$ cat src/rtl/ufrc_pkg.sv
// Shared types and constants for the frame receiver.
// No dependencies; used by the top level and its checker.
`default_nettype none

package ufrc_pkg;

  typedef enum logic [2:0] {
    ST_NONE      = 3'd0,
    ST_GOOD      = 3'd1,
    ST_SHORT     = 3'd2,
    ST_BAD_TYPE  = 3'd3,
    ST_BAD_CSUM  = 3'd4,
    ST_OVERFLOW  = 3'd5
  } frame_status_t;

  // Frame layout, as 9-bit values so they compare against 3 + length
  localparam logic [8:0] FRAME_OVERHEAD = 9'd3;
  localparam logic [8:0] MIN_FRAME_LEN  = 9'd4;
  localparam logic [8:0] LEN_POS        = 9'd2;
  localparam logic [8:0] TYPE_POS       = 9'd3;

  // Config register indexes
  localparam logic CFG_START_BYTE = 1'b0;
  localparam logic CFG_EXP_TYPE   = 1'b1;

  // Result tdata layout
  localparam int OUT_TDATA_W   = 56;
  localparam int OD_ACTIVE     = 0;
  localparam int OD_POS_LO     = 1;
  localparam int OD_POS_HI     = 6;
  localparam int OD_STATUS_LO  = 7;
  localparam int OD_STATUS_HI  = 9;
  localparam int OD_FLEN_LO    = 10;
  localparam int OD_FLEN_HI    = 16;
  localparam int OD_CSUM_LO    = 17;
  localparam int OD_CSUM_HI    = 32;
  localparam int OD_FMT_LO     = 33;
  localparam int OD_FMT_HI     = 48;

  localparam logic [15:0] CNT_MAX = 16'hFFFF;

endpackage

`default_nettype wire

$ cat src/rtl/uart_frame_receiver_checksum.sv
// Channel  | Signals                                  | Role
// ---------+------------------------------------------+-------------------------------
// in       | in_tvalid/in_tready/in_tdata             | one received byte per transaction
// out      | out_tvalid/out_tready/out_tdata/out_tlast| one result per input byte
// cfg      | cfg_we/cfg_addr/cfg_wdata                | start byte, expected type
//
// One byte per cycle while out_tready allows it: frame state updates in the accept
// cycle, and the result sits in a single output register from the next cycle.
// in_tready follows out_tready when the output register holds a result.
// rst_n (sync, active low) clears frame state, error counters and output valid;
// config registers return to start byte 0x7E and expected type 0x31.
// Depends on ufrc_pkg.
`default_nettype none

module uart_frame_receiver_checksum
  import ufrc_pkg::*;
#(
  parameter int MAX_FRAME = 64
) (
  input  wire logic                   clk,
  input  wire logic                   rst_n,
  input  wire logic                   in_tvalid,
  output logic                        in_tready,
  input  wire logic [7:0]             in_tdata,   // [7:0] rx_byte
  output logic                        out_tvalid,
  input  wire logic                   out_tready,
  // [0] frame_active, [6:1] byte_position, [9:7] status, [16:10] frame_length,
  // [32:17] checksum_error_count, [48:33] format_error_count, [55:49] zero
  output logic [OUT_TDATA_W-1:0]      out_tdata,
  output logic                        out_tlast,  // frame_end
  input  wire logic                   cfg_we,
  input  wire logic                   cfg_addr,
  input  wire logic [7:0]             cfg_wdata
);

  localparam int CW = $clog2(MAX_FRAME + 1);
  localparam logic [8:0] MAX_FRAME_9 = 9'(MAX_FRAME);

  logic [7:0]    start_byte_r, exp_type_r;
  logic          in_frame_r, in_frame_nxt;
  logic [CW-1:0] cnt_r, cnt_nxt;
  logic [7:0]    len_r, len_nxt;
  logic [7:0]    type_r, type_nxt;
  logic [7:0]    sum_r, sum_nxt;
  logic [15:0]   csum_err_r, csum_err_nxt;
  logic [15:0]   fmt_err_r, fmt_err_nxt;

  logic                    out_valid_r;
  logic [OUT_TDATA_W-1:0]  out_data_r, out_data_nxt;
  logic                    out_last_r, out_last_nxt;

  logic          in_acc;
  logic [7:0]    b;
  logic [8:0]    idx9, total9, cnt_inc9;
  logic [7:0]    len_eff, type_eff;
  logic          active;
  logic [5:0]    pos;
  frame_status_t status;
  logic [6:0]    flen;

  assign in_tready = !out_valid_r || out_tready;
  assign in_acc    = in_tvalid && in_tready;
  assign b         = in_tdata;

  assign idx9     = 9'(cnt_r);
  assign cnt_inc9 = idx9 + 9'd1;
  assign len_eff  = (idx9 == LEN_POS)  ? b : len_r;
  assign type_eff = (idx9 == TYPE_POS) ? b : type_r;
  assign total9   = FRAME_OVERHEAD + 9'(len_eff);

  always_comb begin
    in_frame_nxt = in_frame_r;
    cnt_nxt      = cnt_r;
    len_nxt      = len_r;
    type_nxt     = type_r;
    sum_nxt      = sum_r;
    csum_err_nxt = csum_err_r;
    fmt_err_nxt  = fmt_err_r;
    active       = 1'b0;
    pos          = 6'd0;
    out_last_nxt = 1'b0;
    status       = ST_NONE;
    flen         = 7'd0;

    if (!in_frame_r) begin
      if (b == start_byte_r) begin
        in_frame_nxt = 1'b1;
        cnt_nxt      = CW'(1);
        len_nxt      = 8'd0;
        type_nxt     = 8'd0;
        sum_nxt      = 8'd0;
        active       = 1'b1;
      end
    end else if (idx9 >= MAX_FRAME_9) begin
      // store full: drop this byte and abort the frame
      out_last_nxt = 1'b1;
      status       = ST_OVERFLOW;
      flen         = idx9[6:0];
      in_frame_nxt = 1'b0;
      cnt_nxt      = '0;
    end else begin
      active   = 1'b1;
      pos      = idx9[5:0];
      cnt_nxt  = cnt_inc9[CW-1:0];
      len_nxt  = len_eff;
      type_nxt = type_eff;
      if (idx9 >= LEN_POS) begin
        if (cnt_inc9 >= total9) begin
          out_last_nxt = 1'b1;
          flen         = total9[6:0];
          if (total9 < MIN_FRAME_LEN) begin
            status      = ST_SHORT;
            fmt_err_nxt = (fmt_err_r == CNT_MAX) ? fmt_err_r : fmt_err_r + 16'd1;
          end else if (type_eff != exp_type_r) begin
            status      = ST_BAD_TYPE;
            fmt_err_nxt = (fmt_err_r == CNT_MAX) ? fmt_err_r : fmt_err_r + 16'd1;
          end else if (b != sum_r) begin
            status       = ST_BAD_CSUM;
            csum_err_nxt = (csum_err_r == CNT_MAX) ? csum_err_r : csum_err_r + 16'd1;
          end else begin
            status = ST_GOOD;
          end
          in_frame_nxt = 1'b0;
          cnt_nxt      = '0;
        end else begin
          sum_nxt = sum_r + b;
        end
      end
    end

    out_data_nxt = '0;
    out_data_nxt[OD_ACTIVE]                 = active;
    out_data_nxt[OD_POS_HI:OD_POS_LO]       = pos;
    out_data_nxt[OD_STATUS_HI:OD_STATUS_LO] = status;
    out_data_nxt[OD_FLEN_HI:OD_FLEN_LO]     = flen;
    out_data_nxt[OD_CSUM_HI:OD_CSUM_LO]     = csum_err_nxt;
    out_data_nxt[OD_FMT_HI:OD_FMT_LO]       = fmt_err_nxt;
  end

  always_ff @(posedge clk) begin
    if (!rst_n) begin
      start_byte_r <= 8'd126;
      exp_type_r   <= 8'd49;
    end else if (cfg_we) begin
      unique case (cfg_addr)
        CFG_START_BYTE: start_byte_r <= cfg_wdata;
        CFG_EXP_TYPE:   exp_type_r   <= cfg_wdata;
        default: ;
      endcase
    end
  end

  always_ff @(posedge clk) begin
    if (!rst_n) begin
      in_frame_r <= 1'b0;
      cnt_r      <= '0;
      len_r      <= 8'd0;
      type_r     <= 8'd0;
      sum_r      <= 8'd0;
      csum_err_r <= 16'd0;
      fmt_err_r  <= 16'd0;
    end else if (in_acc) begin
      in_frame_r <= in_frame_nxt;
      cnt_r      <= cnt_nxt;
      len_r      <= len_nxt;
      type_r     <= type_nxt;
      sum_r      <= sum_nxt;
      csum_err_r <= csum_err_nxt;
      fmt_err_r  <= fmt_err_nxt;
    end
  end

  always_ff @(posedge clk) begin
    if (!rst_n) begin
      out_valid_r <= 1'b0;
    end else if (in_tready) begin
      out_valid_r <= in_tvalid;
    end
  end

  always_ff @(posedge clk) begin
    if (in_acc) begin
      out_data_r <= out_data_nxt;
      out_last_r <= out_last_nxt;
    end
  end

  assign out_tvalid = out_valid_r;
  assign out_tdata  = out_data_r;
  assign out_tlast  = out_last_r;

endmodule

`default_nettype wire

$ cat config.mk
export PLATFORM = sky130hd
export DESIGN_NAME = uart_frame_receiver_checksum
export DESIGN_NICKNAME = d
export VERILOG_FILES = /design/src/rtl/ufrc_pkg.sv /design/src/rtl/uart_frame_receiver_checksum.sv
export SDC_FILE = /design/constraint.sdc
export NUM_CORES = 1
export LEC_CHECK = 0
export BUFFER_PORTS_ARGS = -buffer_cell sky130_fd_sc_hd__buf_2
export CORE_UTILIZATION = 28
export CTS_CLUSTER_SIZE = 25
export DETAILED_ROUTE_END_ITERATION = 16
export HOLD_SLACK_MARGIN = 0.05
export SLEW_MARGIN = 0
export SYNTH_ARGS = -nofsm -noshare
export SYNTH_HDL_FRONTEND = slang
export SYNTH_SLANG_ARGS = --single-unit
export TNS_END_PERCENT = 10
$ cat constraint.sdc
create_clock -name clk -period 8.86 [get_ports clk]
set_input_delay 0.886 -clock clk [delete_from_list [all_inputs] [get_ports clk]]
set_output_delay 0.886 -clock clk [all_outputs]
set_load 0.02 [all_outputs]
-- Word-level counts from Yosys, hierarchy flattened
Index checks and enable logic that the tools add are counted.
- bits in registers: 131
- bits of input ports: 22
- output and inout port bits: 59
- logic and storage cells: 99
- $add $sub $neg: 5
- order comparisons: 4
- equal/unequal tests: 10
- multiplexer cells: 50
- bitwise operators: 4
- reduce and logical (&&, ||, !) cells: 11
- operators by type and width (kind ; count):
    $mux 16 ; 15
    $mux 8 ; 11
    $mux 7 ; 8
    $add 16x1->16 const B ; 2
    $eq 16x16->1 const B ; 2
    $mux 3 ; 6
    $ne 8x8->1 ; 2
    $eq 7x2->1 const B ; 2
    $mux 1 ; 10
    $add 2x8->9 const A ; 1
    $ge 8x9->1 ; 1
    $lt 9x3->1 const B ; 1
    $add 7x1->8 const B ; 1
    $add 8x8->8 ; 1
    $eq 8x8->1 ; 1
    $ge 7x2->1 const B ; 1
    $ge 7x7->1 const B ; 1
    $reduce_and 2->1 ; 3
    $reduce_and 5->1 ; 1
    $ne 2x2->1 const B ; 2
    $not 1->1 ; 4
    $reduce_or 4->1 ; 1
    $reduce_and 3->1 ; 1
    $ne 2x1->1 const B ; 1
    other kinds (5) ; 5

-- Longest topological paths before layout
- depth after elaboration: 9
- mapped depth: 19
- mapped depth without buffers: 15

-- Worst setup path before layout
Ideal clock, no wire load.
- kind: flip-flop to flip-flop
- start point: register cnt_r[0]
- end point: register fmt_err_r[15]
- setup time: 0.116 ns
- arrival: 4.349 ns
- slack: 4.395 ns
- cell stages (with the launch flop): 19
- path buffers: 4
- clock period less this slack: 4.465 ns
- cell sequence: dfxtp_1 clkbuf_1 nor4b_2 nand2_1 mux2i_1 ha_1 clkbuf_1 a21oi_1 xor2_1 ha_1 a21o_1 a221o_1 a31oi_1 nor3_2 nand2_1 buf_1 clkbuf_1 nor3_1 o211a_1
- cells in the longest elaborated chain, start to end: 9
- elaborated cells between the ends (all ways): 17
- classes of those cells: add/sub: 2; order compare: 4; eq/ne: 3; mux: 8
- RTL lines (element ; line ; RTL):
    start: declaration ; uart_frame_receiver_checksum.sv:41 ; logic [CW-1:0] cnt_r, cnt_nxt;
    start signal: assignment ; uart_frame_receiver_checksum.sv:164 ; cnt_r <= cnt_nxt;
    $eq 7x2->1, on equally long branches ; uart_frame_receiver_checksum.sv:67, uart_frame_receiver_checksum.sv:68 ;
    $mux 8, on equally long branches ; uart_frame_receiver_checksum.sv:67, uart_frame_receiver_checksum.sv:68 ;
    $add 2x8->9 / $ne 8x8->1 (equally long branches) ; uart_frame_receiver_checksum.sv:69, uart_frame_receiver_checksum.sv:114 ;
    $lt 9x3->1 / $mux 16 (equally long branches) ; uart_frame_receiver_checksum.sv:111, uart_frame_receiver_checksum.sv:114 ;
    $mux 16 ; uart_frame_receiver_checksum.sv:111 ; if (total9 < MIN_FRAME_LEN) begin
    $mux 16 ; uart_frame_receiver_checksum.sv:108 ; if (cnt_inc9 >= total9) begin
    $mux 16 ; uart_frame_receiver_checksum.sv:107 ; if (idx9 >= LEN_POS) begin
    $mux 16 * ; uart_frame_receiver_checksum.sv:94 ; end else if (idx9 >= MAX_FRAME_9) begin
    $mux 16 * ; uart_frame_receiver_checksum.sv:85 ; if (!in_frame_r) begin
    end signal: assignment ; uart_frame_receiver_checksum.sv:169 ; fmt_err_r <= fmt_err_nxt;
    end: declaration ; uart_frame_receiver_checksum.sv:46 ; logic [15:0] fmt_err_r, fmt_err_nxt;
Mark *: on every way between the ends. The rest lies on a longest branch, timed or not.
A chain may end at the register's enable or synchronous reset.

-- Final worst setup path
- start point: register cnt_r[0]
- end point: register out_data_r[18], in the netlist out_tdata[18], data pin
- cells in the longest elaborated chain, start to end: 9
- elaborated cells between the ends (all ways): 17
- classes of those cells: add/sub: 2; order compare: 4; eq/ne: 3; mux: 8
- RTL lines (element ; line ; RTL):
    $eq 7x2->1, on equally long branches ; uart_frame_receiver_checksum.sv:67, uart_frame_receiver_checksum.sv:68 ;
    $mux 8, on equally long branches ; uart_frame_receiver_checksum.sv:67, uart_frame_receiver_checksum.sv:68 ;
    $add 2x8->9 / $ne 8x8->1 (equally long branches) ; uart_frame_receiver_checksum.sv:69, uart_frame_receiver_checksum.sv:114 ;
    $lt 9x3->1 / $mux 16 (equally long branches) ; uart_frame_receiver_checksum.sv:111, uart_frame_receiver_checksum.sv:114 ;
    $mux 16 ; uart_frame_receiver_checksum.sv:111 ;
    $mux 16 ; uart_frame_receiver_checksum.sv:108 ;
    $mux 16 ; uart_frame_receiver_checksum.sv:107 ;
    $mux 16 * ; uart_frame_receiver_checksum.sv:94 ;
    $mux 16 * ; uart_frame_receiver_checksum.sv:85 ;
    net csum_err_nxt[1] ; uart_frame_receiver_checksum.sv:45 ; logic [15:0] csum_err_r, csum_err_nxt;
    end signal: assignment ; uart_frame_receiver_checksum.sv:183 ; out_data_r <= out_data_nxt;
    end: declaration ; uart_frame_receiver_checksum.sv:49 ; logic [OUT_TDATA_W-1:0] out_data_r, out_data_nxt;
The timed path passes the listed nets; every way through them passes the cells marked *.

==> impl.org <==
** STA
- Setup repair after global routing missed its margin :: no
- Accumulated negative setup slack :: 0 ns
- Max-slew headroom :: 0.1495
- Period utilisation layout :: 0.6369
- Final critical path time including I/O delays and setup :: 5.643 ns
- Final Hold Viols :: 0
- Setup violations remaining at the end of the flow were counted as 0.
- Clock skew after layout :: 0.01402 ns
- For the pin with the worst max-slew slack, the measured transition is 1.273 ns.
- Fin. max-slew vios :: 0
- Max Fclk :: 177.2 MHz

** Finish
- For this run, the post-layout net count is 883.
- Ant diodes :: 0
- Of the cells placed in the final design, the portion with a size suffix greater than 1 is 0.1594.
- Synth-to-layout area growth :: 15.32%
- Counting the fill cells in the layout gives 2,641.
- Post-Layout Inst Area :: 0.008484 mm^2
- The library cells used most frequently in the layout, excluding fill and tap cells, are nand2_1, dfxtp_1, buf_2, edfxtp_1, xor2_1.
- The library cell used most frequently in the layout, excluding fill and tap cells, is nand2_1.
- Summing all multi-input logic gate instances after layout gives 0.003930 mm^2.
- The sequential cells in the finished layout cover a total of 0.003123 mm^2.

** GRT
- Total grt overflow :: 0
- Entering global routing, the biggest net connects 101 pins.
- In the global route stage, overall resource usage came out at 0.1415.
- Vias in the first global route :: 5,595
- Number of antenna violations at the first check in global routing :: 0
- The first global-routing pass estimated 29.67 mm of wire.

** Yosys
- Share of flip-flops with an asynchronous set or reset :: 0
- For this run, the leading register cell type out of synthesis is dfxtp_1.
- After synthesis, the netlist uses 67 different library cells.
- Post-Syn Instances :: 796
- Part of the Yosys area used for sequential elements :: 0.4245
- After synthesis the netlist holds a flip-flop and latch count of 131.
- The synthesized netlist occupies a cell area of 0.007357 mm^2.
- Number of warnings issued by yosys :: 0
- Number of flops mapped to enable cells by yosys :: 50
- Average footprint of a synthesized cell :: 9.243 um^2

** Job
- The tool flagged a number of max-cap violations equal to 0.

** Route
- For this run, design rule violations remaining after detail routing come to 0.
- Average wire length per cell after detail routing :: 15.63 um
- Using the TritonRoute via totals, the vias-per-cell ratio works out to 5.118.
- The first routing iteration left 470 violations.
- The final route contains 6,055 vias.
- Summed over all layers, the routed wires come to 18.49 mm.
- First-pass iteration count of the detailed router :: 5
- Post-route ant nets :: 0

** Floorplanning
- The die is 164.1 um tall.
- Count of boundary I/O pins :: 81
- After floorplanning, the core was sized to cover 0.02547 mm^2.
- Initial core utilization :: 0.2888
- Std cell rows :: 58
- Die footprint :: 0.02693 mm^2
- Floorplan die width :: 164.1 um

** Worst setup path
- For the worst setup path, the data arrival time is 5.82 ns.
- Of all nets on the critical path, the largest fanout is 33.
- The worst setup path is launched from a flop.
- WP buf/inv :: 0
- In this design, the stage delay of the slowest critical-path cell is 0.81 ns.
- Crit path capture type :: flop
- Among all stages on the critical path, the largest delay is contributed by nand2_1.
- CP cell instances :: nor4b_2, nand2_1, mux2i_1, ha_1, a21oi_1, xor2_1, ha_1, and3_1, a221o_1, a31oi_1, nor3_2, nand2_1, nor3_1, mux2_2
- The cell family contributing the most delay on the critical path is simple AND/OR/NAND/NOR gates.
- WP data required :: 9.04 ns
- The worst setup path is of the flop to flop kind.

** Clock network
- The tree built by TritonCTS fans out to 131 sinks.
- After clock tree synthesis, the clock-pin slew on the worst setup and hold paths is 0.06 ns.
- PostCTS Resize Cnt :: 0
- The H-tree was split into 4 levels.
- CTS tree :: built
- CTS placed an instance of clkbuf_16 at the clock tree root.
- # Post-CTS Setup Buffers :: 0
- In this run, post-CTS hold repair placed 0 buffers.
- Counting along the longest clock path gives a buffer depth of 2.
- TritonCTS buffer count :: 17
- Later-pin clock latency in the skew report :: 0.43 ns

** Power
- Leakage power of the design :: 3.231 nW
- The worst-case IR drop observed on VDD is 0.1134 mV.
- Power density normalized to cell area :: 166.8 mW/mm^2

** Placed design
- Port Buf Inserts :: 73
- Cell area after placement :: 0.007914 mm^2
- Detailed placement ended at an HPWL of 12.44 mm.
- At the end of routability-driven placement, the weighted congestion stood at 0.8257.

** Status
- Outcome :: completed

** Worst hold path
- The tightest min-delay check is of the flop to flop type.
-- cell type report --
class / instances / share of cell area
Timing Repair Buffer: 78 / 0.04749
Tap cell: 330 / 0.04867
Clock buffer: 19 / 0.05338
Multi-Input combinational cell: 600 / 0.4632
Sequential cell: 131 / 0.3681
Inverter: 12 / 0.005309
Clock inverter: 13 / 0.01386
-- cell usage after synthesis (all sizes together), types with 21 or more instances --
library cell  count  area share
nand2           101       0.052
dfxtp            81        0.22
edfxtp           50        0.20
clkbuf           37       0.019
nand3            36       0.026
xor2             36       0.043
nor3             33       0.025
nor2             32       0.016
o21ai            28       0.019
a21boi           25       0.026
nor2b            24       0.020
buf              22       0.020
nand4            22       0.019
xnor2            21       0.026
-- cell families after synthesis --
| logic type | Yosys count | synth area share |
|---|---|---|
| other | 1 | 0.0005097 |
| adder cells (fa/ha/maj) | 21 | 0.03673 |
| buffers and inverters | 71 | 0.04456 |
| AND/OR/NAND/NOR | 335 | 0.2405 |
| multiplexers | 27 | 0.03844 |
| AO/OA/AOI/OAI | 153 | 0.1459 |
| flip-flops | 131 | 0.4245 |
| XOR/XNOR | 57 | 0.06888 |
-- worst register-to-register path: stages (launching register included) --
cell,delay (ns)
dfxtp_1,0.43
nor4b_2,0.56
nand2_1,0.33
mux2i_1,0.44
ha_1,0.46
a21oi_1,0.13
xor2_1,0.20
ha_1,0.32
and3_1,0.17
a221o_1,0.14
a31oi_1,0.07
nor3_2,0.37
nand2_1,0.81
nor3_1,0.59
mux2_2,0.38
-- flip-flops by register name, indices dropped and copies added (netlist names) --
| name | count |
|---|---|
| sum_r | 8 |
| exp_type_r | 8 |
| in_frame_r | 1 |
| type_r | 8 |
| out_tdata | 49 |
| csum_err_r | 16 |
| cnt_r | 7 |
| start_byte_r | 8 |
| fmt_err_r | 16 |
| len_r | 8 |
| out_tvalid | 1 |
| out_tlast | 1 |
-- final timing paths --
| check | start | to | slack [ns] | cells past startpoint |
|---|---|---|---|---|
| min reg2reg | sum_r[2] | sum_r[2] | 0.46 | 2 |
| min | sum_r[2] | sum_r[2] | 0.46 | 2 |
| max reg2reg | cnt_r[0] | out_tdata[18] | 3.22 | 14 |
| max | cnt_r[0] | out_tdata[18] | 3.22 | 14 |
-- routing by layer --
| layer | part of all wire | GRT usage | vias to the layer above |
|---|---|---|---|
| met3 | 0.047 | 0.02778 | 14 |
| met2 | 0.47 | 0.2334 | 147 |
| li1 | - | - | 2999 |
| met4 | 0.010 | 0.04082 | 0 |
| met1 | 0.47 | 0.1862 | 2895 |
| met5 | 0 | 0 | - |
-- power breakdown --
group / total [mW] / switching [mW] / internal, mW
clock: 0.683 / 0.301 / 0.383
combinational: 0.0849 / 0.0577 / 0.0272
sequential: 0.647 / 0.00685 / 0.640
total: 1.42 / 0.365 / 1.05
-- per-stage QoR --
stage	setup slack, ns	hold slack, ns	cells	utilization	total power, mW
finish	3.217	0.4650	1183	0.3331	1.415
global route	2.873	0.4914	1183	0.3331	1.465
CTS	3.257	0.4684	1183	0.3331	1.431
detailed placement	3.284	0.4573	1151	0.3107	0.7461
global placement	3.517	0.4508	1151	0.3107	0.7456
floorplan	4.395	0.4397	802	-	0.7179
No activity file was read; power rests on OpenSTA's default activity.
